==> src/sv/adv_pkg.sv <==
// Package for the adjacency delta varint encoder: widths, byte constants and
// the coding modes that travel from the front end to the byte serialiser.
// Depends on nothing.
package adv_pkg;

    localparam int ID_WIDTH_DEFAULT = 32;

    // Depth of the queue between the classifier and the serialiser.
    localparam int QUEUE_DEPTH = 2;
    localparam int QPTR_W      = $clog2(QUEUE_DEPTH);

    localparam int HEAD_LOW_BITS = 6;
    localparam int GROUP_BITS    = 7;

    localparam logic [7:0] HEAD_SMALLER = 8'h40;
    localparam logic [7:0] HEAD_GREATER = 8'h80;
    localparam logic [7:0] ERROR_BYTE   = 8'h00;

    typedef logic [1:0] mode_t;

    localparam mode_t MODE_HEAD_LT = 2'd0;
    localparam mode_t MODE_HEAD_GE = 2'd1;
    localparam mode_t MODE_GAP     = 2'd2;
    localparam mode_t MODE_ERROR   = 2'd3;

    typedef struct packed {
        mode_t mode;
        logic  last;
    } entry_ctl_t;

    typedef struct packed {
        logic full;
        logic empty;
    } queue_stat_t;

endpackage

==> src/sv/adv_item_if.sv <==
// Input channel carrying one neighbour ID of an adjacency list per transaction.
// Depends on adv_pkg for the default ID width.
interface adv_item_if #(
    parameter int ID_WIDTH = adv_pkg::ID_WIDTH_DEFAULT
);
    logic                valid;
    logic                ready;
    logic [ID_WIDTH-1:0] source_vertex;
    logic [ID_WIDTH-1:0] neighbor_vertex;
    logic                first_of_list;
    logic                last_of_list;

    modport source (
        output valid, source_vertex, neighbor_vertex, first_of_list, last_of_list,
        input  ready
    );

    modport sink (
        input  valid, source_vertex, neighbor_vertex, first_of_list, last_of_list,
        output ready
    );
endinterface

==> src/sv/adv_byte_if.sv <==
// Output channel carrying one byte of the compressed stream per transaction.
// Stands alone; no package is needed.
interface adv_byte_if;
    logic       valid;
    logic       ready;
    logic [7:0] code_byte;
    logic       run_last;
    logic       list_end;
    logic       order_error;

    modport source (
        output valid, code_byte, run_last, list_end, order_error,
        input  ready
    );

    modport sink (
        input  valid, code_byte, run_last, list_end, order_error,
        output ready
    );
endinterface

==> src/sv/adv_front.sv <==
// Front end: accepts neighbour transactions, forms the head magnitude or the gap,
// detects descending neighbours and keeps the previous neighbour. Uses adv_pkg.
module adv_front #(
    parameter int ID_WIDTH = adv_pkg::ID_WIDTH_DEFAULT
) (
    input  logic                 clk,
    input  logic                 rst_n,
    adv_item_if.sink             item,
    input  adv_pkg::queue_stat_t q_stat,
    output logic                 push,
    output adv_pkg::entry_ctl_t  push_ctl,
    output logic [ID_WIDTH-1:0]  push_val
);

    logic [ID_WIDTH-1:0] prev_reg;
    logic [ID_WIDTH-1:0] prev_next;
    logic                accept;
    logic                src_gt_nbr;
    logic                below;
    logic [ID_WIDTH-1:0] first_mag;
    logic [ID_WIDTH-1:0] gap;

    assign item.ready = !q_stat.full;
    assign accept     = item.valid && item.ready;

    always_comb
    begin
        src_gt_nbr = item.source_vertex > item.neighbor_vertex;
        first_mag  = src_gt_nbr ? (item.source_vertex - item.neighbor_vertex)
                                : (item.neighbor_vertex - item.source_vertex);
        below      = item.neighbor_vertex < prev_reg;
        gap        = item.neighbor_vertex - prev_reg;

        push_ctl.last = item.last_of_list;
        if (item.first_of_list)
        begin
            push_ctl.mode = src_gt_nbr ? adv_pkg::MODE_HEAD_LT : adv_pkg::MODE_HEAD_GE;
            push_val      = first_mag;
        end
        else if (below)
        begin
            push_ctl.mode = adv_pkg::MODE_ERROR;
            push_val      = '0;
        end
        else
        begin
            push_ctl.mode = adv_pkg::MODE_GAP;
            push_val      = gap;
        end

        // A repeated neighbour produces no bytes at all, so it is simply dropped.
        push = accept && (item.first_of_list || below || (gap != '0));

        prev_next = prev_reg;
        if (accept && (item.first_of_list || !below))
        begin
            prev_next = item.neighbor_vertex;
        end
    end

    always_ff @(posedge clk or negedge rst_n)
    begin
        if (!rst_n)
        begin
            prev_reg <= '0;
        end
        else
        begin
            prev_reg <= prev_next;
        end
    end

endmodule

==> src/sv/adv_queue.sv <==
// Small register queue decoupling the front end from the byte serialiser.
// Uses adv_pkg for its depth and entry types.
module adv_queue #(
    parameter int ID_WIDTH = adv_pkg::ID_WIDTH_DEFAULT
) (
    input  logic                 clk,
    input  logic                 rst_n,
    input  logic                 push,
    input  adv_pkg::entry_ctl_t  push_ctl,
    input  logic [ID_WIDTH-1:0]  push_val,
    input  logic                 pop,
    output adv_pkg::entry_ctl_t  head_ctl,
    output logic [ID_WIDTH-1:0]  head_val,
    output adv_pkg::queue_stat_t q_stat
);

    adv_pkg::entry_ctl_t        ctl_mem [adv_pkg::QUEUE_DEPTH];
    logic [ID_WIDTH-1:0]        val_mem [adv_pkg::QUEUE_DEPTH];
    logic [adv_pkg::QPTR_W-1:0] wr_ptr_reg;
    logic [adv_pkg::QPTR_W-1:0] wr_ptr_next;
    logic [adv_pkg::QPTR_W-1:0] rd_ptr_reg;
    logic [adv_pkg::QPTR_W-1:0] rd_ptr_next;
    logic [adv_pkg::QPTR_W:0]   count_reg;
    logic [adv_pkg::QPTR_W:0]   count_next;
    logic                       do_push;
    logic                       do_pop;

    localparam logic [adv_pkg::QPTR_W-1:0] PTR_LAST = adv_pkg::QPTR_W'(adv_pkg::QUEUE_DEPTH - 1);
    localparam logic [adv_pkg::QPTR_W:0]   COUNT_FULL =
        (adv_pkg::QPTR_W + 1)'(adv_pkg::QUEUE_DEPTH);

    assign q_stat.full  = (count_reg == COUNT_FULL);
    assign q_stat.empty = (count_reg == '0);
    assign head_ctl     = ctl_mem[rd_ptr_reg];
    assign head_val     = val_mem[rd_ptr_reg];

    always_comb
    begin
        do_push     = push && !q_stat.full;
        do_pop      = pop && !q_stat.empty;
        wr_ptr_next = wr_ptr_reg;
        rd_ptr_next = rd_ptr_reg;
        count_next  = count_reg;
        if (do_push)
        begin
            wr_ptr_next = (wr_ptr_reg == PTR_LAST) ? '0 : wr_ptr_reg + 1'b1;
        end
        if (do_pop)
        begin
            rd_ptr_next = (rd_ptr_reg == PTR_LAST) ? '0 : rd_ptr_reg + 1'b1;
        end
        if (do_push && !do_pop)
        begin
            count_next = count_reg + 1'b1;
        end
        else if (do_pop && !do_push)
        begin
            count_next = count_reg - 1'b1;
        end
    end

    always_ff @(posedge clk or negedge rst_n)
    begin
        if (!rst_n)
        begin
            wr_ptr_reg <= '0;
            rd_ptr_reg <= '0;
            count_reg  <= '0;
        end
        else
        begin
            wr_ptr_reg <= wr_ptr_next;
            rd_ptr_reg <= rd_ptr_next;
            count_reg  <= count_next;
        end
    end

    always_ff @(posedge clk)
    begin
        if (do_push)
        begin
            ctl_mem[wr_ptr_reg] <= push_ctl;
            val_mem[wr_ptr_reg] <= push_val;
        end
    end

endmodule

==> src/sv/adv_back.sv <==
// Back end: takes coded entries from the queue and emits them one byte per
// cycle through an output register unless the output stalls. Uses adv_pkg and adv_byte_if.
module adv_back #(
    parameter int ID_WIDTH = adv_pkg::ID_WIDTH_DEFAULT
) (
    input  logic                 clk,
    input  logic                 rst_n,
    input  adv_pkg::queue_stat_t q_stat,
    input  adv_pkg::entry_ctl_t  head_ctl,
    input  logic [ID_WIDTH-1:0]  head_val,
    output logic                 pop,
    adv_byte_if.source           code
);

    logic                cur_valid_reg;
    logic                cur_valid_next;
    adv_pkg::mode_t      cur_mode_reg;
    adv_pkg::mode_t      cur_mode_next;
    logic [ID_WIDTH-1:0] cur_val_reg;
    logic [ID_WIDTH-1:0] cur_val_next;
    logic                cur_last_reg;
    logic                cur_last_next;

    logic                out_valid_reg;
    logic                out_valid_next;
    logic [7:0]          out_byte_reg;
    logic                out_run_last_reg;
    logic                out_list_end_reg;
    logic                out_error_reg;

    logic                out_free;
    logic                step;
    logic                fin;
    logic                is_error;
    logic [7:0]          byte_val;
    logic [ID_WIDTH-1:0] rem;

    assign out_free = !out_valid_reg || code.ready;
    assign step     = cur_valid_reg && out_free;

    always_comb
    begin
        is_error = 1'b0;
        case (cur_mode_reg)
            adv_pkg::MODE_HEAD_LT:
            begin
                rem      = cur_val_reg >> adv_pkg::HEAD_LOW_BITS;
                byte_val = adv_pkg::HEAD_SMALLER
                         | {2'b00, cur_val_reg[adv_pkg::HEAD_LOW_BITS-1:0]};
            end
            adv_pkg::MODE_HEAD_GE:
            begin
                rem      = cur_val_reg >> adv_pkg::HEAD_LOW_BITS;
                byte_val = adv_pkg::HEAD_GREATER
                         | {2'b00, cur_val_reg[adv_pkg::HEAD_LOW_BITS-1:0]};
            end
            adv_pkg::MODE_GAP:
            begin
                rem      = cur_val_reg >> adv_pkg::GROUP_BITS;
                byte_val = {(rem != '0), cur_val_reg[adv_pkg::GROUP_BITS-1:0]};
            end
            default:
            begin
                rem      = '0;
                byte_val = adv_pkg::ERROR_BYTE;
                is_error = 1'b1;
            end
        endcase
        fin = (rem == '0);

        pop            = !q_stat.empty && (!cur_valid_reg || (step && fin));
        cur_valid_next = cur_valid_reg;
        cur_mode_next  = cur_mode_reg;
        cur_val_next   = cur_val_reg;
        cur_last_next  = cur_last_reg;
        if (step)
        begin
            // After the head byte the remainder goes out as plain 7-bit groups.
            cur_valid_next = !fin;
            cur_mode_next  = adv_pkg::MODE_GAP;
            cur_val_next   = rem;
        end
        if (pop)
        begin
            cur_valid_next = 1'b1;
            cur_mode_next  = head_ctl.mode;
            cur_val_next   = head_val;
            cur_last_next  = head_ctl.last;
        end

        out_valid_next = out_free ? step : out_valid_reg;
    end

    always_ff @(posedge clk or negedge rst_n)
    begin
        if (!rst_n)
        begin
            cur_valid_reg <= 1'b0;
            out_valid_reg <= 1'b0;
        end
        else
        begin
            cur_valid_reg <= cur_valid_next;
            out_valid_reg <= out_valid_next;
        end
    end

    always_ff @(posedge clk)
    begin
        cur_mode_reg <= cur_mode_next;
        cur_val_reg  <= cur_val_next;
        cur_last_reg <= cur_last_next;
        if (step)
        begin
            out_byte_reg     <= byte_val;
            out_run_last_reg <= fin;
            out_list_end_reg <= fin && cur_last_reg;
            out_error_reg    <= is_error;
        end
    end

    assign code.valid       = out_valid_reg;
    assign code.code_byte   = out_byte_reg;
    assign code.run_last    = out_run_last_reg;
    assign code.list_end    = out_list_end_reg;
    assign code.order_error = out_error_reg;

endmodule

==> src/sv/adjacency_delta_varint_encoder.sv <==
// Adjacency delta varint encoder, top level. Depends on adv_pkg, both channel
// interfaces, adv_front, adv_queue and adv_back.
// With the serialiser idle, an item passes the queue, the current-entry register and the output register first.
// Each item holds the byte serialiser until its last byte is emitted, 1 to 5
// bytes at ID_WIDTH = 32; repeated neighbours are dropped at the input.
// Reset (rst_n low, asynchronous) empties the queue and output, clears previous ID.
module adjacency_delta_varint_encoder #(
    parameter int ID_WIDTH = adv_pkg::ID_WIDTH_DEFAULT
) (
    input  logic       clk,
    input  logic       rst_n,
    adv_item_if.sink   item,
    adv_byte_if.source code
);

    // The front end classifies each incoming neighbour. A first neighbour is
    // coded as the magnitude of the difference to its source vertex, with a
    // direction flag in the head byte; later neighbours are coded as the gap
    // from the previous neighbour. A descending neighbour becomes a single
    // error byte, and a repeated neighbour yields nothing and is discarded.
    //
    // Classified entries wait in a two-deep queue, so the front end keeps
    // accepting transactions while the serialiser is busy with a long code.
    // The serialiser emits one byte per cycle into an output register unless the
    // output stalls; it loads the next byte in the same cycle the previous one is taken.

    adv_pkg::queue_stat_t q_stat;
    logic                 push;
    adv_pkg::entry_ctl_t  push_ctl;
    logic [ID_WIDTH-1:0]  push_val;
    logic                 pop;
    adv_pkg::entry_ctl_t  head_ctl;
    logic [ID_WIDTH-1:0]  head_val;

    adv_front #(
        .ID_WIDTH (ID_WIDTH)
    ) u_front (
        .clk      (clk),
        .rst_n    (rst_n),
        .item     (item),
        .q_stat   (q_stat),
        .push     (push),
        .push_ctl (push_ctl),
        .push_val (push_val)
    );

    adv_queue #(
        .ID_WIDTH (ID_WIDTH)
    ) u_queue (
        .clk      (clk),
        .rst_n    (rst_n),
        .push     (push),
        .push_ctl (push_ctl),
        .push_val (push_val),
        .pop      (pop),
        .head_ctl (head_ctl),
        .head_val (head_val),
        .q_stat   (q_stat)
    );

    adv_back #(
        .ID_WIDTH (ID_WIDTH)
    ) u_back (
        .clk      (clk),
        .rst_n    (rst_n),
        .q_stat   (q_stat),
        .head_ctl (head_ctl),
        .head_val (head_val),
        .pop      (pop),
        .code     (code)
    );

    // An error transaction is always a lone zero byte that ends its run.
    a_error_byte: assert property (@(posedge clk) disable iff (!rst_n)
        code.valid && code.order_error |-> code.code_byte == adv_pkg::ERROR_BYTE
            && code.run_last)
        else $error("error transaction carries a non-zero byte or no run end");

    // The end of a list can only be flagged on the final byte of an item.
    a_list_end: assert property (@(posedge clk) disable iff (!rst_n)
        code.valid && code.list_end |-> code.run_last)
        else $error("list end flagged on a byte that does not end its run");

    // A byte that is not the last of its run must announce more bytes in bit 7,
    // unless it is a head byte, whose bit 7 or bit 6 carries the direction.
    a_more_flag: assert property (@(posedge clk) disable iff (!rst_n)
        code.valid && !code.run_last |-> !code.order_error
            && (code.code_byte[7] || code.code_byte[6]))
        else $error("non-final byte without a continuation or direction flag");

endmodule

==> src/flat_wrapper.sv <==
// flat-port wrapper written by rule: the top's interface ports become plain ports
module adjacency_delta_varint_encoder_flat 
#(
    parameter int ID_WIDTH = adv_pkg::ID_WIDTH_DEFAULT
)
  (clk, rst_n, item_valid, item_source_vertex, item_neighbor_vertex, item_first_of_list, item_last_of_list, item_ready, code_valid, code_code_byte, code_run_last, code_list_end, code_order_error, code_ready);
  adv_item_if #(.ID_WIDTH(ID_WIDTH)) item_i ();
  adv_byte_if code_i ();
  input  logic clk;
  input  logic rst_n;
  input wire logic [$bits(item_i.valid)-1:0] item_valid;
  input wire logic [$bits(item_i.source_vertex)-1:0] item_source_vertex;
  input wire logic [$bits(item_i.neighbor_vertex)-1:0] item_neighbor_vertex;
  input wire logic [$bits(item_i.first_of_list)-1:0] item_first_of_list;
  input wire logic [$bits(item_i.last_of_list)-1:0] item_last_of_list;
  output wire logic [$bits(item_i.ready)-1:0] item_ready;
  output wire logic [$bits(code_i.valid)-1:0] code_valid;
  output wire logic [$bits(code_i.code_byte)-1:0] code_code_byte;
  output wire logic [$bits(code_i.run_last)-1:0] code_run_last;
  output wire logic [$bits(code_i.list_end)-1:0] code_list_end;
  output wire logic [$bits(code_i.order_error)-1:0] code_order_error;
  input wire logic [$bits(code_i.ready)-1:0] code_ready;
  assign item_i.valid = item_valid;
  assign item_i.source_vertex = item_source_vertex;
  assign item_i.neighbor_vertex = item_neighbor_vertex;
  assign item_i.first_of_list = item_first_of_list;
  assign item_i.last_of_list = item_last_of_list;
  assign item_ready = item_i.ready;
  assign code_valid = code_i.valid;
  assign code_code_byte = code_i.code_byte;
  assign code_run_last = code_i.run_last;
  assign code_list_end = code_i.list_end;
  assign code_order_error = code_i.order_error;
  assign code_i.ready = code_ready;
  adjacency_delta_varint_encoder #(.ID_WIDTH(ID_WIDTH)) u_core (.clk(clk), .rst_n(rst_n), .item(item_i), .code(code_i));
endmodule
==> config.mk <==
export PLATFORM = sky130hd
export DESIGN_NAME = adjacency_delta_varint_encoder_flat
export DESIGN_NICKNAME = d
export VERILOG_FILES = /design/src/sv/adv_pkg.sv /design/src/sv/adv_item_if.sv /design/src/sv/adv_byte_if.sv /design/src/sv/adv_front.sv /design/src/sv/adv_queue.sv /design/src/sv/adv_back.sv /design/src/sv/adjacency_delta_varint_encoder.sv /design/src/flat_wrapper.sv
export SDC_FILE = /design/constraint.sdc
export NUM_CORES = 1
export LEC_CHECK = 0
export ABC_CLOCK_PERIOD_IN_PS = 8800
export BUFFER_PORTS_ARGS = -buffer_cell sky130_fd_sc_hd__buf_2
export CAP_MARGIN = 20
export CELL_PAD_IN_SITES_DETAIL_PLACEMENT = 1
export CELL_PAD_IN_SITES_GLOBAL_PLACEMENT = 2
export CORE_ASPECT_RATIO = 0.9
export CORE_MARGIN = 2
export CORE_UTILIZATION = 43
export DETAILED_ROUTE_END_ITERATION = 6
export PLACE_DENSITY_LB_ADDON = 0.1
export RECOVER_POWER = 50
export SYNTH_ARGS = -nofsm -noshare
export SYNTH_HDL_FRONTEND = slang
export SYNTH_HIERARCHICAL = 1
export SYNTH_SLANG_ARGS = --single-unit
==> constraint.sdc <==
create_clock -name clk -period 8.8 [get_ports clk]
set_input_delay 0.44 -clock clk [delete_from_list [all_inputs] [get_ports clk]]
set_output_delay 0.44 -clock clk [all_outputs]
set_load 0.05 [all_outputs]
# Word-level counts from Yosys, hierarchy flattened
# Memories as Yosys holds them, arrays and structs flattened.
# Index checks and enable logic that the tools add are counted.
# word_totals
ff_bits	84
latch_bits	0
mem_bits_rw	70
mem_bits_ro	0
inputBits	70
out_inout_bits	13
word_cells	81
mem_count	2
# mem_list
name	words	width	rd	rd_ports_with_merged_regs	wr	line	source
u_core.u_queue.val_mem	2	32	1	0	1	adv_queue.sv:18	logic [ID_WIDTH-1:0] val_mem [adv_pkg::QUEUE_DEPTH];
u_core.u_queue.ctl_mem	2	3	1	0	1	adv_queue.sv:17	adv_pkg::entry_ctl_t ctl_mem [adv_pkg::QUEUE_DEPTH];
# classes
addsub	7
n_mul	0
div	0
order_cmp	2
n_eq_ne	3
shifts	0
muxes	21
n_bitwise	0
reduce_logical	33
# ops
op	count
$mux 32	5
$sub 32x32->32	3
$reduce_bool 32->1	2
$pmux 26 s2	1
$gt 32x32->1	1
$logic_not 32->1	1
$lt 32x32->1	1
$pmux 8 s3	1
$logic_and 1x1->1	11
$mux 2	5
$mux 1	9
$logic_not 1->1	8
$logic_or 1x1->1	5
$eq 2x2->1 const B	2
$logic_not 2->1	2
$reduce_bool 2->1	2
$reduce_or 3->1	1
$add 1x1->1 const B	2
$add 2x1->2 const B	1
$eq 2x1->1 const B	1
$reduce_or 2->1	1
$sub 2x1->2 const B	1

# Depth between registers and ports, before layout
# Gate-level depths: netlist (run 1).
# depth
word_depth	11
depth_mapped	20
ltp_nobuf	19

# Modules after synthesis
# Netlist (run 1), hierarchy kept.
# by_module_without_submodules
module	instances	cells_per_inst	area_per_inst_um2	seq_area_each_um2
adv_front	1	1047	7312.0	800.8
adv_queue	1	128	2872.8	2202.1
adv_back	1	201	2519.9	1431.4

# Least setup slack after synthesis (run 1)
# No wires, ideal clock.
# synth_path
path_kind	input to register
from	input port item_neighbor_vertex[0]
to	memory u_core/u_queue/ctl_mem[0][0] (netlist bit) (enable)
setup_time_ps	427
arrival_ps	4171
required_ps	8373
path_slack_ps	4202
path_stages	15
n_path_buf	0
cell_sequence	inv_1 -> ha_1 -> fa_1 -> nand2b_1 -> a21oi_4 -> o211ai_1 -> and4_1 -> o21ai_0 -> xor2_1 -> nor4_1 -> nand4_1 -> nor4b_2 -> nor2_1 -> nand2_1 -> nor2_1
# synth_via
elab_chain_len	7
elab_cells_between_ends	9
cone_classes	add/sub: 1; order compare: 1; mux: 2; reduce/logical: 5
# synth_lines
element	line	source
from (decl)	flat_wrapper.sv:13	input wire logic [$bits(item_i.neighbor_vertex)-1:0] item_neighbor_vertex;
$sub 32x32->32 / $lt 32x32->1 (equally long branches)	adv_front.sv:32, adv_front.sv:31	
$reduce_bool 32->1 / $logic_or 1x1->1 (equally long branches)	adv_front.sv:52	push = accept && (item.first_of_list || below || (gap != '0));
$logic_or 1x1->1 (*)	adv_front.sv:52	
$logic_and 1x1->1 (*)	adv_front.sv:52	
net u_core.push	adjacency_delta_varint_encoder.sv:28	logic push;
$logic_and 1x1->1 (*)	adv_queue.sv:39	do_push = push && !q_stat.full;
$mux 1 (*)	adv_queue.sv:80	if (do_push)
$mux 1 (implied by the code) (*)	adv_queue.sv:82	ctl_mem[wr_ptr_reg] <= push_ctl;
to (decl)	adv_queue.sv:17	
# The timed path passes the listed nets; every way through them passes the cells marked *.

# Final worst setup path (run 1)
# layout_path
from	register u_core.u_back.cur_mode_reg[1]
to	register u_core/u_queue/count_reg[1] (netlist bit)
# layout_via
elab_chain_len	11
elab_cells_between_ends	15
cone_classes	eq/ne: 2; mux: 2; reduce/logical: 11
# layout_lines
element	line	source
from (decl)	adv_back.sv:17	adv_pkg::mode_t cur_mode_reg;
from (signal assigned)	adv_back.sv:110	cur_mode_reg <= cur_mode_next;
$eq 2x1->1 / $logic_not 2->1 (equally long branches)	adv_back.sv:44	case (cur_mode_reg)
$reduce_or 2->1 (no source line)	n/a	
$pmux 26 s2 (*)	adv_back.sv:44	
$logic_not 32->1 (*)	adv_back.sv:69	fin = (rem == '0);
$logic_and 1x1->1 (*)	adv_back.sv:71	pop = !q_stat.empty && (!cur_valid_reg || (step && fin));
$logic_or 1x1->1 (*)	adv_back.sv:71	
$logic_and 1x1->1 (*)	adv_back.sv:71	
net u_core.pop	adjacency_delta_varint_encoder.sv:31	logic pop;
$logic_and 1x1->1 (*)	adv_queue.sv:40	do_pop = pop && !q_stat.empty;
$logic_not 1->1	adv_queue.sv:52	if (do_push && !do_pop)
$logic_and 1x1->1	adv_queue.sv:52	
$mux 2 / $reduce_bool 2->1 (equally long branches)	n/a	
to (signal assigned)	adv_queue.sv:74	count_reg <= count_next;
to (decl)	adv_queue.sv:23	logic [adv_pkg::QPTR_W:0] count_reg;
# Marked as above.
# A chain may end at the register's enable or synchronous reset.

==> impl_metrics.env, run 1 <==
export IMPL_status="finished, violations left"
export IMPL_violations="capacitance limit, slew limit"
export IMPL_worstSetupStartpointType="flip-flop"
export IMPL_critical_path_class="reg2reg"
export IMPL_ir_worst_vdd_uv=161
export IMPL_dpl_worst_slack_ns=4.08
export IMPL_fmax_mhz=176
export IMPL_synth_edf_count=116
export IMPL_yosysUniqueCellTypes=92
export IMPL_htree_levels=4
export IMPL_vias=10579
export IMPL_p_int_mw=2.22
export IMPL_die_x_microns=185
export IMPL_critPathLaunch="u_core/u_back/cur_mode_reg[1]$_SDFFCE_PN1P_"
export IMPL_cts_max_path_buffers=2
export IMPL_cts_tree="built"
export IMPL_io_pins=83
export IMPL_core_area_sq_um=29000
export IMPL_period_share_pct=64.7
export IMPL_r2r_end="u_core/u_queue/count_reg[1]$_DFFE_PN0P_"
export IMPL_clkPwrFrac_pct=21.4
export IMPL_ys_async_sr_fraction_pct=24.7
export IMPL_die_area_sq_um=30900
export IMPL_drtIter0Drc=727
export IMPL_synthCells=1376
export IMPL_ctsHoldBuffers=0
export IMPL_worst_slack_ns=3.11
export IMPL_cts_inserted_buffers=17
export IMPL_utilization_pct=47.8
export IMPL_fin_skew_ns=0.0191
export IMPL_track_usage_pct=26.8
export IMPL_power_switching_mw=1.62
export IMPL_cts_clk_slew_worst_paths_ns=0.07
export IMPL_r2r_slack_ns=3.11
export IMPL_fillers=3398
export IMPL_worst_pin_slew_ns=2.78
export IMPL_clock_latency_ns=0.46
export IMPL_use_met2_pct=41.5
export IMPL_finalHoldViolCount=0
export IMPL_p_per_area_nw_per_um2=277
export IMPL_ant_nets=0
export IMPL_gp_congestion=0.910
export IMPL_synth_ff_type="edfxtp_1"
export IMPL_post_dp_cell_area_sq_um=13400
export IMPL_cts_resized=0
export IMPL_grt_pass1_vias=10785
export IMPL_antenna_found_initial=1
export IMPL_gr_total_overflow=0
export IMPL_p_comb_share_pct=49.5
export IMPL_final_cells=1839
export IMPL_grt_busiest_layer="met2"
export IMPL_drv_slew=201
export IMPL_yosysTopAreaCell="edfxtp_1"
export IMPL_cts_sinks=154
export IMPL_finalSetupViolCount=0
export IMPL_yosysSeqAreaShare_pct=34.9
export IMPL_drt_wirelength_per_cell_microns=22.2
export IMPL_synthTopCellsByArea="edfxtp_1 27%, ha_1 9.6%, dfrtp_1 7.5%, mux2_4 6.0%, inv_1 4.6%"
export IMPL_grt_util_met1_pct=39.5
export IMPL_hpwl_mm=31.3
export IMPL_yosysTopAreaCellShare_pct=27.4
export IMPL_start_util_pct=43.8
export IMPL_synth_avg_cell_area_sq_um=9.23
export IMPL_cap_violations=6
export IMPL_worstPathArrival_ns=6.02
export IMPL_ys_warn_count=6
export IMPL_rsz0062_at_grt="no"
export IMPL_drive_above_1_share_pct=12.3
export IMPL_critPathCaptureType="flip-flop"
export IMPL_via_per_inst=5.75
export IMPL_syn2layout_area_growth_pct=9.12
export IMPL_power_switching_share_pct=42.2
export IMPL_grtUsageMet3_pct=4.59
export IMPL_endpoint="u_core/u_queue/count_reg[1]$_DFFE_PN0P_"
export IMPL_r2r_cells=12
export IMPL_remaining_drc_errors=0
export IMPL_syn_nets=1546
export IMPL_power_mw=3.84
export IMPL_max_slew_margin_rel_pct=-85.4
export IMPL_synthesis_area_sq_um=12700
export IMPL_grt_pass1_wl_mm=63.0
export IMPL_ys_ff_latch=154
export IMPL_p_leak_nw=6.10
export IMPL_dpl_cell_count=1803
export IMPL_fin_hold_ws_ns=0.216
export IMPL_clock_tree_root_cell="clkbuf_16"
export IMPL_synth_most_common_cell="inv_1"
export IMPL_crit_path_max_fanout=36
export IMPL_drt_pass1_iterations=5
export IMPL_fin_crit_ns=5.69
export IMPL_rr_startpoint="u_core/u_back/cur_mode_reg[1]$_SDFFCE_PN1P_"
export IMPL_seqPwrFrac_pct=29.1
export IMPL_largest_register_ff_count=64
export IMPL_totalWireLength_mm=40.8
export IMPL_final_area_sq_um=13900
export IMPL_final_nets=1599
export IMPL_cts_setup_buffers=0
export IMPL_port_buffer_count=82
export IMPL_grt_max_degree=43
export IMPL_setup_tns_ns=0
export IMPL_row_count=59
export IMPL_worstPathRequired_ns=9.13
export IMPL_hold_path_class="in2reg"
export IMPL_synthTopCellsByCount="156 x inv_1, 116 x edfxtp_1, 111 x o21ai_0, 106 x nand2_1, 97 x ha_1"
export IMPL_chipHeight_microns=167
==> cell usage in the layout (no fill, tap or decap), types with 21 or more instances in the layout <==
master and count:
nand3_1 25, nand2_1 106, mux2_4 30, o22ai_1 28
xnor2_1 29, o21ai_0 112, nor2_1 63, edfxtp_1 116
buf_2 66, clkbuf_1 25, a21oi_1 96, ha_1 97
dfrtp_1 37, nor3_1 21, mux2_1 21, a21o_1 42
inv_1 157, xor2_1 22
==> worst max-delay path, cell delays in order, from the launching register on <==
cell      delay, ns
edfxtp_1       0.36
clkbuf_1       1.11
nand2b_1       0.83
o22ai_1        0.51
nor2_1         0.14
a31oi_4        0.14
clkbuf_1       1.40
inv_1          0.20
o21ai_0        0.24
ha_1           0.23
xor2_1         0.17
nor2_1         0.08
xor2_1         0.14
==> area by class of cell <==
cell class	instances	area, sq um	share of cell area (%)
Multi-Input combinational cell	1004	7270	52.4
Sequential cell	154	4440	32.0
Tap cell	396	495	3.57
Inverter	157	589	4.25
Clock inverter	12	164	1.18
Clock buffer	20	447	3.22
Timing Repair Buffer	95	464	3.35
Antenna cell	1	2.50	0.0181
==> layer usage <==
metal / routed length (microns) / up-vias
met3: 1830 / 26
met4: 398 / 0
met1: 20300 / 5249
li1: - / 5081
met5: 0 / -
met2: 18200 / 223
==> worst min-delay path by stage <==
stage / startpoint / slack [ns] / end / cells past startpoint
floorplan: rst_n / 0.14 / u_core/u_back/code.valid$_DFFE_PN0P_ / 0
global placement: u_core/u_front/prev_reg[27]$_DFFE_PN0P_ / 0.46 / u_core/u_front/prev_reg[27]$_DFFE_PN0P_ / 2
detailed placement: u_core/u_front/prev_reg[27]$_DFFE_PN0P_ / 0.47 / u_core/u_front/prev_reg[27]$_DFFE_PN0P_ / 2
CTS: rst_n / 0.18 / u_core/u_front/prev_reg[7]$_DFFE_PN0P_ / 1
global route: item_last_of_list / 0.22 / u_core/u_queue/ctl_mem[1][0]$_DFFE_PP_ / 1
finish: item_last_of_list / 0.22 / u_core/u_queue/ctl_mem[1][0]$_DFFE_PP_ / 1
==> cell families (layout without fill, tap and decap cells) <==
group,Yosys count,count (layout),synth area share (%)
AO/OA/AOI/OAI,427,427,22.1
buffers and inverters,218,284,7.38
adder cells (fa/ha/maj),100,100,10.0
other,0,1,0
flip-flops,154,154,34.9
AND/OR/NAND/NOR,347,347,13.8
multiplexers,79,79,8.35
XOR/XNOR,51,51,3.52
==> power by group through the flow <==
stage                     Clock [mW]  Combinational, mW  Sequential (mW)
final                          0.822               1.90             1.12
after global routing           0.860               2.06             1.14
after CTS                      0.834               1.88             1.12
after detailed placement           0               1.85             1.13
after global placement             0               1.82             1.12
after floorplan                    0               1.36             1.12
Power figures use the tool's default switching activity.
==> inputs of run 2 (changes only) <==
- ABC_AREA: default -> 1
- ABC_CLOCK_PERIOD_IN_PS: 8800 -> 5070
- CORE_UTILIZATION: 43 -> 32
- clock period: 8.8 -> 5.07 ns (I/O delays scaled with it)
==> run 2 against run 1 <==
- the flow still finishes with violations (capacitance limit, slew limit)
- cell count increased by 51%
- design area increased by 10%
- hold slack got worse by 0.10 ns
- critical endpoint is now u_core/u_queue/val_mem[0][21]$_DFFE_PP_
- largest cell class unchanged
- highest routed layer unchanged
==> impl_metrics.env, run 2 <==
export IMPL_totalWireLength_mm=51.1
export IMPL_crit_path_top_delay_cell="nand2_1"
export IMPL_chipHeight_microns=203
export IMPL_ys_warn_count=6
export IMPL_violations="capacitance limit, slew limit"
export IMPL_setup_tns_ns=0
export IMPL_final_area_sq_um=15300
export IMPL_path_common_cell="nand2_1"
export IMPL_critical_path_class="in2reg"
export IMPL_cts_tree="built"
export IMPL_ys_ff_latch=154
export IMPL_cts_resized=0
export IMPL_gp_congestion=0.887
export IMPL_grt_pass1_wl_mm=79.3
export IMPL_final_common_cell="nand2_1"
export IMPL_synthesis_area_sq_um=14000
export IMPL_cts_clk_slew_worst_paths_ns=0.06
export IMPL_power_mw=6.52
export IMPL_hpwl_mm=42.9
export IMPL_row_count=72
export IMPL_die_area_sq_um=45600
export IMPL_fin_skew_ns=0.0174
export IMPL_yosysTopAreaCell="edfxtp_1"
export IMPL_ant_nets=0
export IMPL_worstPathArrival_ns=4.54
export IMPL_worstPathRequired_ns=5.24
export IMPL_clock_tree_root_cell="clkbuf_16"
export IMPL_drt_wirelength_per_cell_microns=18.5
export IMPL_finalHoldViolCount=0
export IMPL_clock_latency_ns=0.45
export IMPL_final_nets=2370
export IMPL_grt_pass1_vias=13541
export IMPL_synthTopCellsByCount="870 x nand2_1, 324 x inv_1, 157 x nor2_1, 122 x nand3_1, 116 x edfxtp_1"
export IMPL_synthTopCellsByArea="edfxtp_1 25%, nand2_1 23%, inv_1 8.7%, ha_1 8.6%, dfrtp_1 6.8%"
export IMPL_worstSetupStartpointType="input port"
export IMPL_port_buffer_count=82
export IMPL_synth_avg_cell_area_sq_um=6.52
export IMPL_synthCells=2153
export IMPL_drtIter0Drc=952
export IMPL_htree_levels=4
export IMPL_ys_async_sr_fraction_pct=24.7
export IMPL_path_cells="buf_2, inv_1, ha_1, nand2_2, nor2_1, nand2_1, nor4_1, nand2_1, nand2_1, inv_2, nand2_1, nand2_1, nand2_1, nand2_1"
export IMPL_p_per_area_nw_per_um2=427
export IMPL_rsz0062_at_grt="no"
export IMPL_diodes=0
export IMPL_remaining_drc_errors=0
export IMPL_post_dp_cell_area_sq_um=14800
export IMPL_via_per_inst=4.87
export IMPL_synth_edf_count=116
export IMPL_die_x_microns=225
export IMPL_grt_max_degree=65
export IMPL_p_leak_nw=8.10
export IMPL_track_usage_pct=23.0
export IMPL_vias=13478
export IMPL_fin_hold_ws_ns=0.112
export IMPL_yosysTopAreaCellShare_pct=24.8
export IMPL_dpl_worst_slack_ns=1.11
export IMPL_critPathCaptureType="flip-flop"
export IMPL_yosysSeqAreaShare_pct=31.6
export IMPL_ir_worst_vdd_uv=285
export IMPL_syn2layout_area_growth_pct=8.76
export IMPL_gr_total_overflow=0
export IMPL_drv_slew=137
export IMPL_fmax_mhz=229
export IMPL_drt_pass1_iterations=5
export IMPL_syn_nets=2323
export IMPL_finalSetupViolCount=0
export IMPL_start_util_pct=32.5
export IMPL_largest_register_ff_count=64
export IMPL_period_share_pct=86.2
export IMPL_cts_max_path_buffers=2
export IMPL_status="finished, violations left"
export IMPL_max_stage_delay_ns=1.16
export IMPL_io_pins=83
export IMPL_yosysUniqueCellTypes=42
export IMPL_worst_pin_slew_ns=2.05
export IMPL_final_cell_mix="871 x nand2_1, 324 x inv_1, 159 x nor2_1"
export IMPL_core_area_sq_um=43200
export IMPL_drive_above_1_share_pct=6.51
export IMPL_hold_path_class="in2reg"
export IMPL_worst_slack_ns=0.697
export IMPL_cap_violations=4
export IMPL_synth_most_common_cell="nand2_1"
export IMPL_cts_inserted_buffers=17
export IMPL_antenna_found_initial=0
export IMPL_crit_path_max_fanout=33
export IMPL_synth_ff_type="edfxtp_1"
export IMPL_cts_sinks=154
export IMPL_max_slew_margin_rel_pct=-36.7
export IMPL_fin_crit_ns=4.37
run 2: cell types whose count changed after synthesis, moves of 50 or more:
cell     before  now
nand2_1     106  870
inv_1       156  324
nand3_1      25  122
nor2_1       64  157
mux2_4       51    0
o21ai_0     111   61
run 2: cell families after synthesis:
| group | share of synthesized area [%] |
|---|---|
| DFF | 31.6 |
| and+or+nand+nor | 35.0 |
| buffers and inverters | 12.0 |
| AOI/OAI and AO/OA | 9.40 |
| adders and majority gates | 9.07 |
| xor gates and xnor gates | 2.87 |
run 2: power breakdown:
part | switching [mW] | internal (mW)
combinational | 2.39 | 0.975
clock | 0.574 | 0.636
sequential | 0.139 | 1.80
run 2: final timing paths:
path	start	to	slack [ns]	cells after the start
worst max-delay path	item_source_vertex[10]	u_core/u_queue/val_mem[0][21]$_DFFE_PP_	0.70	14
worst min-delay path	code_ready	u_core/u_back/code.valid$_DFFE_PN0P_	0.11	4
worst max register to register	u_core/u_back/cur_mode_reg[1]$_SDFFCE_PN1P_	u_core/u_back/cur_val_reg[14]$_DFFE_PP_	0.99	11
worst min register to register	u_core/u_front/prev_reg[22]$_DFFE_PN0P_	u_core/u_front/prev_reg[22]$_DFFE_PN0P_	0.48	2
max in group asynchronous	rst_n	u_core/u_queue/rd_ptr_reg$_DFFE_PN0P_	2.53	3
min in group asynchronous	rst_n	u_core/u_front/prev_reg[2]$_DFFE_PN0P_	0.25	2
run 2: per-stage QoR:
| step | cells | util (%) |
|---|---|---|
| 3_5_place_dp | 2733 | 34.2 |
| 4_1_cts | 2767 | 35.5 |
| 3_3_place_gp | 2733 | 34.2 |
| 2_1_floorplan | 2153 | - |
| 6_report | 2768 | 35.4 |
| 5_1_grt | 2768 | 35.4 |
run 2: critical path: cells and delay by family:
family	cells	cell delay (ns)
adders and majority gates	1	0.44
and+or+nand+nor	10	2.89
buffers and inverters	3	0.93
run 2: final cells by class:
type | count | area, sq um
Inverter | 332 | 1250
Fill cell | 5641 | 27900
Clock buffer | 18 | 429
Multi-Input combinational cell | 1604 | 7890
Clock inverter | 14 | 119
Tap cell | 555 | 694
Timing Repair Buffer | 91 | 447
Sequential cell | 154 | 4430
run 2: per-layer routing:
metal	vias to the layer above	wire length (microns)	GRT usage (%)
met5	-	0	0
met4	0	618	4.52
met3	24	1880	2.68
met2	231	22100	35.7
met1	6388	26500	34.3
li1	6835	-	-
run 2: timing repair:
| item | 4_1_cts | 5_1_grt |
|---|---|---|
| buffers inserted | 0 | 0 |
| hold endpoints to repair | 8 | 0 |
| hold buffers | 2 | 0 |
==> inputs of run 3 (changes only) <==
- SYNTH_HIERARCHICAL: 1 -> default
==> run 3 against run 2 <==
- the flow still finishes with violations (capacitance limit, slew limit)
- critical path type is now reg2reg
- via count down 3.6%
- largest cell class unchanged
- flip-flop and latch count unchanged
- wire length up 8.2%
- synthesized area down 3.8%
==> impl_metrics.env, run 3 <==
export IMPL_drt_pass1_iterations=5
export IMPL_yosysTopAreaCellShare_pct=25.8
export IMPL_totalWireLength_mm=55.3
export IMPL_synth_edf_count=116
export IMPL_ys_warn_count=0
export IMPL_remaining_drc_errors=0
export IMPL_htree_levels=4
export IMPL_setup_tns_ns=0
export IMPL_cts_sinks=154
export IMPL_chipHeight_microns=199
export IMPL_final_nets=2199
export IMPL_final_common_cell="nand2_1"
export IMPL_ir_worst_vdd_uv=303
export IMPL_status="finished, violations left"
export IMPL_critical_path_class="reg2reg"
export IMPL_r2r_cells=11
export IMPL_start_util_pct=32.4
export IMPL_drtIter0Drc=745
export IMPL_cts_tree="built"
export IMPL_fmax_mhz=242
export IMPL_synth_most_common_cell="nand2_1"
export IMPL_syn_nets=2143
export IMPL_min_to="u_core.u_front.prev_reg[21]$_DFFE_PN0P_"
export IMPL_hpwl_mm=47.1
export IMPL_p_leak_nw=7.65
export IMPL_clock_tree_root_cell="clkbuf_16"
export IMPL_worst_pin_slew_ns=2.49
export IMPL_gr_total_overflow=0
export IMPL_grt_max_degree=63
export IMPL_synthTopCellsByCount="662 x nand2_1, 339 x inv_1, 148 x nor2_1, 116 x edfxtp_1, 99 x a21oi_1"
export IMPL_antenna_found_initial=0
export IMPL_vias=12992
export IMPL_via_per_inst=5.02
export IMPL_r2r_end="u_core.u_queue.count_reg[1]$_DFFE_PN0P_"
export IMPL_drv_slew=103
export IMPL_drt_wirelength_per_cell_microns=21.4
export IMPL_seq_area_sq_um=4430
export IMPL_ys_async_sr_fraction_pct=24.7
export IMPL_port_buffer_count=82
export IMPL_hold_path_class="in2reg"
export IMPL_path_cells="nand2_1, o22ai_1, or2_1, nor4_1, nand4_1, nand2_1, nand2_4, ha_1, a21oi_1, o21ai_0, xnor2_1"
export IMPL_r2r_slack_ns=0.93
export IMPL_max_stage_delay_ns=0.78
export IMPL_io_pins=83
export IMPL_synth_ff_type="edfxtp_1"
export IMPL_synthCells=1973
export IMPL_cts_max_path_buffers=2
export IMPL_grt_pass1_wl_mm=83.6
export IMPL_yosysSeqAreaShare_pct=32.9
export IMPL_die_area_sq_um=43800
export IMPL_path_delay_family="simple AND/OR/NAND/NOR gates"
export IMPL_path_buf_inv=0
export IMPL_cts_clk_slew_worst_paths_ns=0.08
export IMPL_multi_input_area_sq_um=7450
export IMPL_final_cell_mix="665 x nand2_1, 341 x inv_1, 147 x nor2_1"
export IMPL_rr_startpoint="u_core.u_back.cur_mode_reg[1]$_SDFFCE_PN1P_"
export IMPL_critPathCaptureType="flip-flop"
export IMPL_period_share_pct=81.6
export IMPL_fin_skew_ns=0.0211
export IMPL_violations="capacitance limit, slew limit"
export IMPL_cts_inserted_buffers=17
export IMPL_die_x_microns=220
export IMPL_power_mw=7.07
export IMPL_cap_violations=3
export IMPL_track_usage_pct=26.2
export IMPL_synth_avg_cell_area_sq_um=6.84
export IMPL_synthesis_area_sq_um=13500
export IMPL_rsz0062_at_grt="no"
export IMPL_synthTopCellsByArea="edfxtp_1 26%, nand2_1 18%, inv_1 9.4%, ha_1 9.0%, dfrtp_1 7.0%"
export IMPL_worstPathRequired_ns=5.42
export IMPL_min_path_cells=3
export IMPL_yosysUniqueCellTypes=44
export IMPL_largest_register_ff_count=64
export IMPL_cts_setup_buffers=0
export IMPL_grt_pass1_vias=13417
export IMPL_fillers=5354
export IMPL_yosysTopAreaCell="edfxtp_1"
export IMPL_p_per_area_nw_per_um2=472
export IMPL_gp_congestion=0.876
export IMPL_worstPathArrival_ns=4.48
export IMPL_min_from="item_neighbor_vertex[21]"
export IMPL_max_slew_margin_rel_pct=-66.2
export IMPL_drive_above_1_share_pct=5.68
export IMPL_crit_path_top_delay_cell="nand2_1"
export IMPL_diodes=0
export IMPL_clock_latency_ns=0.48
export IMPL_finalHoldViolCount=0
export IMPL_fin_crit_ns=4.14
export IMPL_ys_ff_latch=154
export IMPL_finalSetupViolCount=0
export IMPL_path_common_cell="nand2_1"
export IMPL_worstSetupStartpointType="flip-flop"
export IMPL_syn2layout_area_growth_pct=10.9
export IMPL_crit_path_max_fanout=62
export IMPL_core_area_sq_um=41700
export IMPL_ant_nets=0
export IMPL_row_count=71
[run 3: cell families (layout without fill, tap and decap cells)]
family          Yosys count  after routing  share of synthesized area, %
fa+ha+maj               100            100                          9.44
compound gates          303            303                          12.5
mux                      26             26                          1.93
xor+xnor                 62             62                          4.02
buf+inv                 401            470                          11.9
simple gates            927            927                          27.4
flops                   154            154                          32.9
[run 3: repair_timing]
| item | in CTS | in global routing |
|---|---|---|
| hold buffers | 2 | 0 |
| resized for setup | 0 | 0 |
| endpoints found under the hold margin | 22 | 0 |
[run 3: worst max-delay path by stage]
stage | startpoint | cells past startpoint | slack (ns) | endpoint
floorplan | u_core.u_front.prev_reg[0]$_DFFE_PN0P_ | 19 | 1.19 | u_core.u_queue.ctl_mem[1][0]$_DFFE_PP_
global placement | item_neighbor_vertex[0] | 24 | 1.28 | u_core.u_queue.count_reg[1]$_DFFE_PN0P_
detailed placement | item_neighbor_vertex[0] | 24 | 1.29 | u_core.u_queue.count_reg[1]$_DFFE_PN0P_
CTS | u_core.u_back.cur_mode_reg[1]$_SDFFCE_PN1P_ | 11 | 1.32 | u_core.u_queue.count_reg[1]$_DFFE_PN0P_
global route | u_core.u_back.cur_mode_reg[1]$_SDFFCE_PN1P_ | 11 | 0.48 | u_core.u_queue.count_reg[1]$_DFFE_PN0P_
finish | u_core.u_back.cur_mode_reg[1]$_SDFFCE_PN1P_ | 11 | 0.93 | u_core.u_queue.count_reg[1]$_DFFE_PN0P_
[run 3: cell type report]
type	instances	area share [%]
clock buffer	17	2.84
clock inverter	15	1.37
inverter	344	8.63
multi-input combinational	1418	49.8
sequential	154	29.6
tap	547	4.57
timing repair buffer	94	3.18
[run 3: where the power goes]
part | internal [mW] | switching, mW
clock network | 0.795 | 0.622
logic | 1.05 | 2.67
registers | 1.80 | 0.132
[run 3: tightest hold or removal path: cells and delay by family]
family,cells,cell delay [ns]
buffers and inverters,2,0.19
AOI/OAI and AO/OA,1,0.08
[run 3: layer usage]
metal  wire length, microns  part of all wire, %  GRT usage, %  vias to the layer above
met5                      0                    0             0                        -
met4                   1270                  2.3          7.33                        0
met3                   1980                  3.6          2.95                       58
met2                  24800                   45          42.2                      250
met1                  27300                   49          36.8                     6290
li1                       -                    -             -                     6394
[run 3: through the flow]
stage | cell area (sq um) | util [%] | instances | worst slack, ns | hold slack [ns]
after floorplan | 13500 | - | 1973 | 1.19 | -0.0421
after CTS | 15000 | 36.1 | 2589 | 1.32 | 0.0694
after detailed placement | 14400 | 34.6 | 2555 | 1.29 | 0.172
after global routing | 15000 | 35.9 | 2589 | 0.484 | 0.121
final | 15000 | 35.9 | 2589 | 0.933 | 0.0955
after global placement | 14400 | 34.5 | 2553 | 1.28 | 0.461
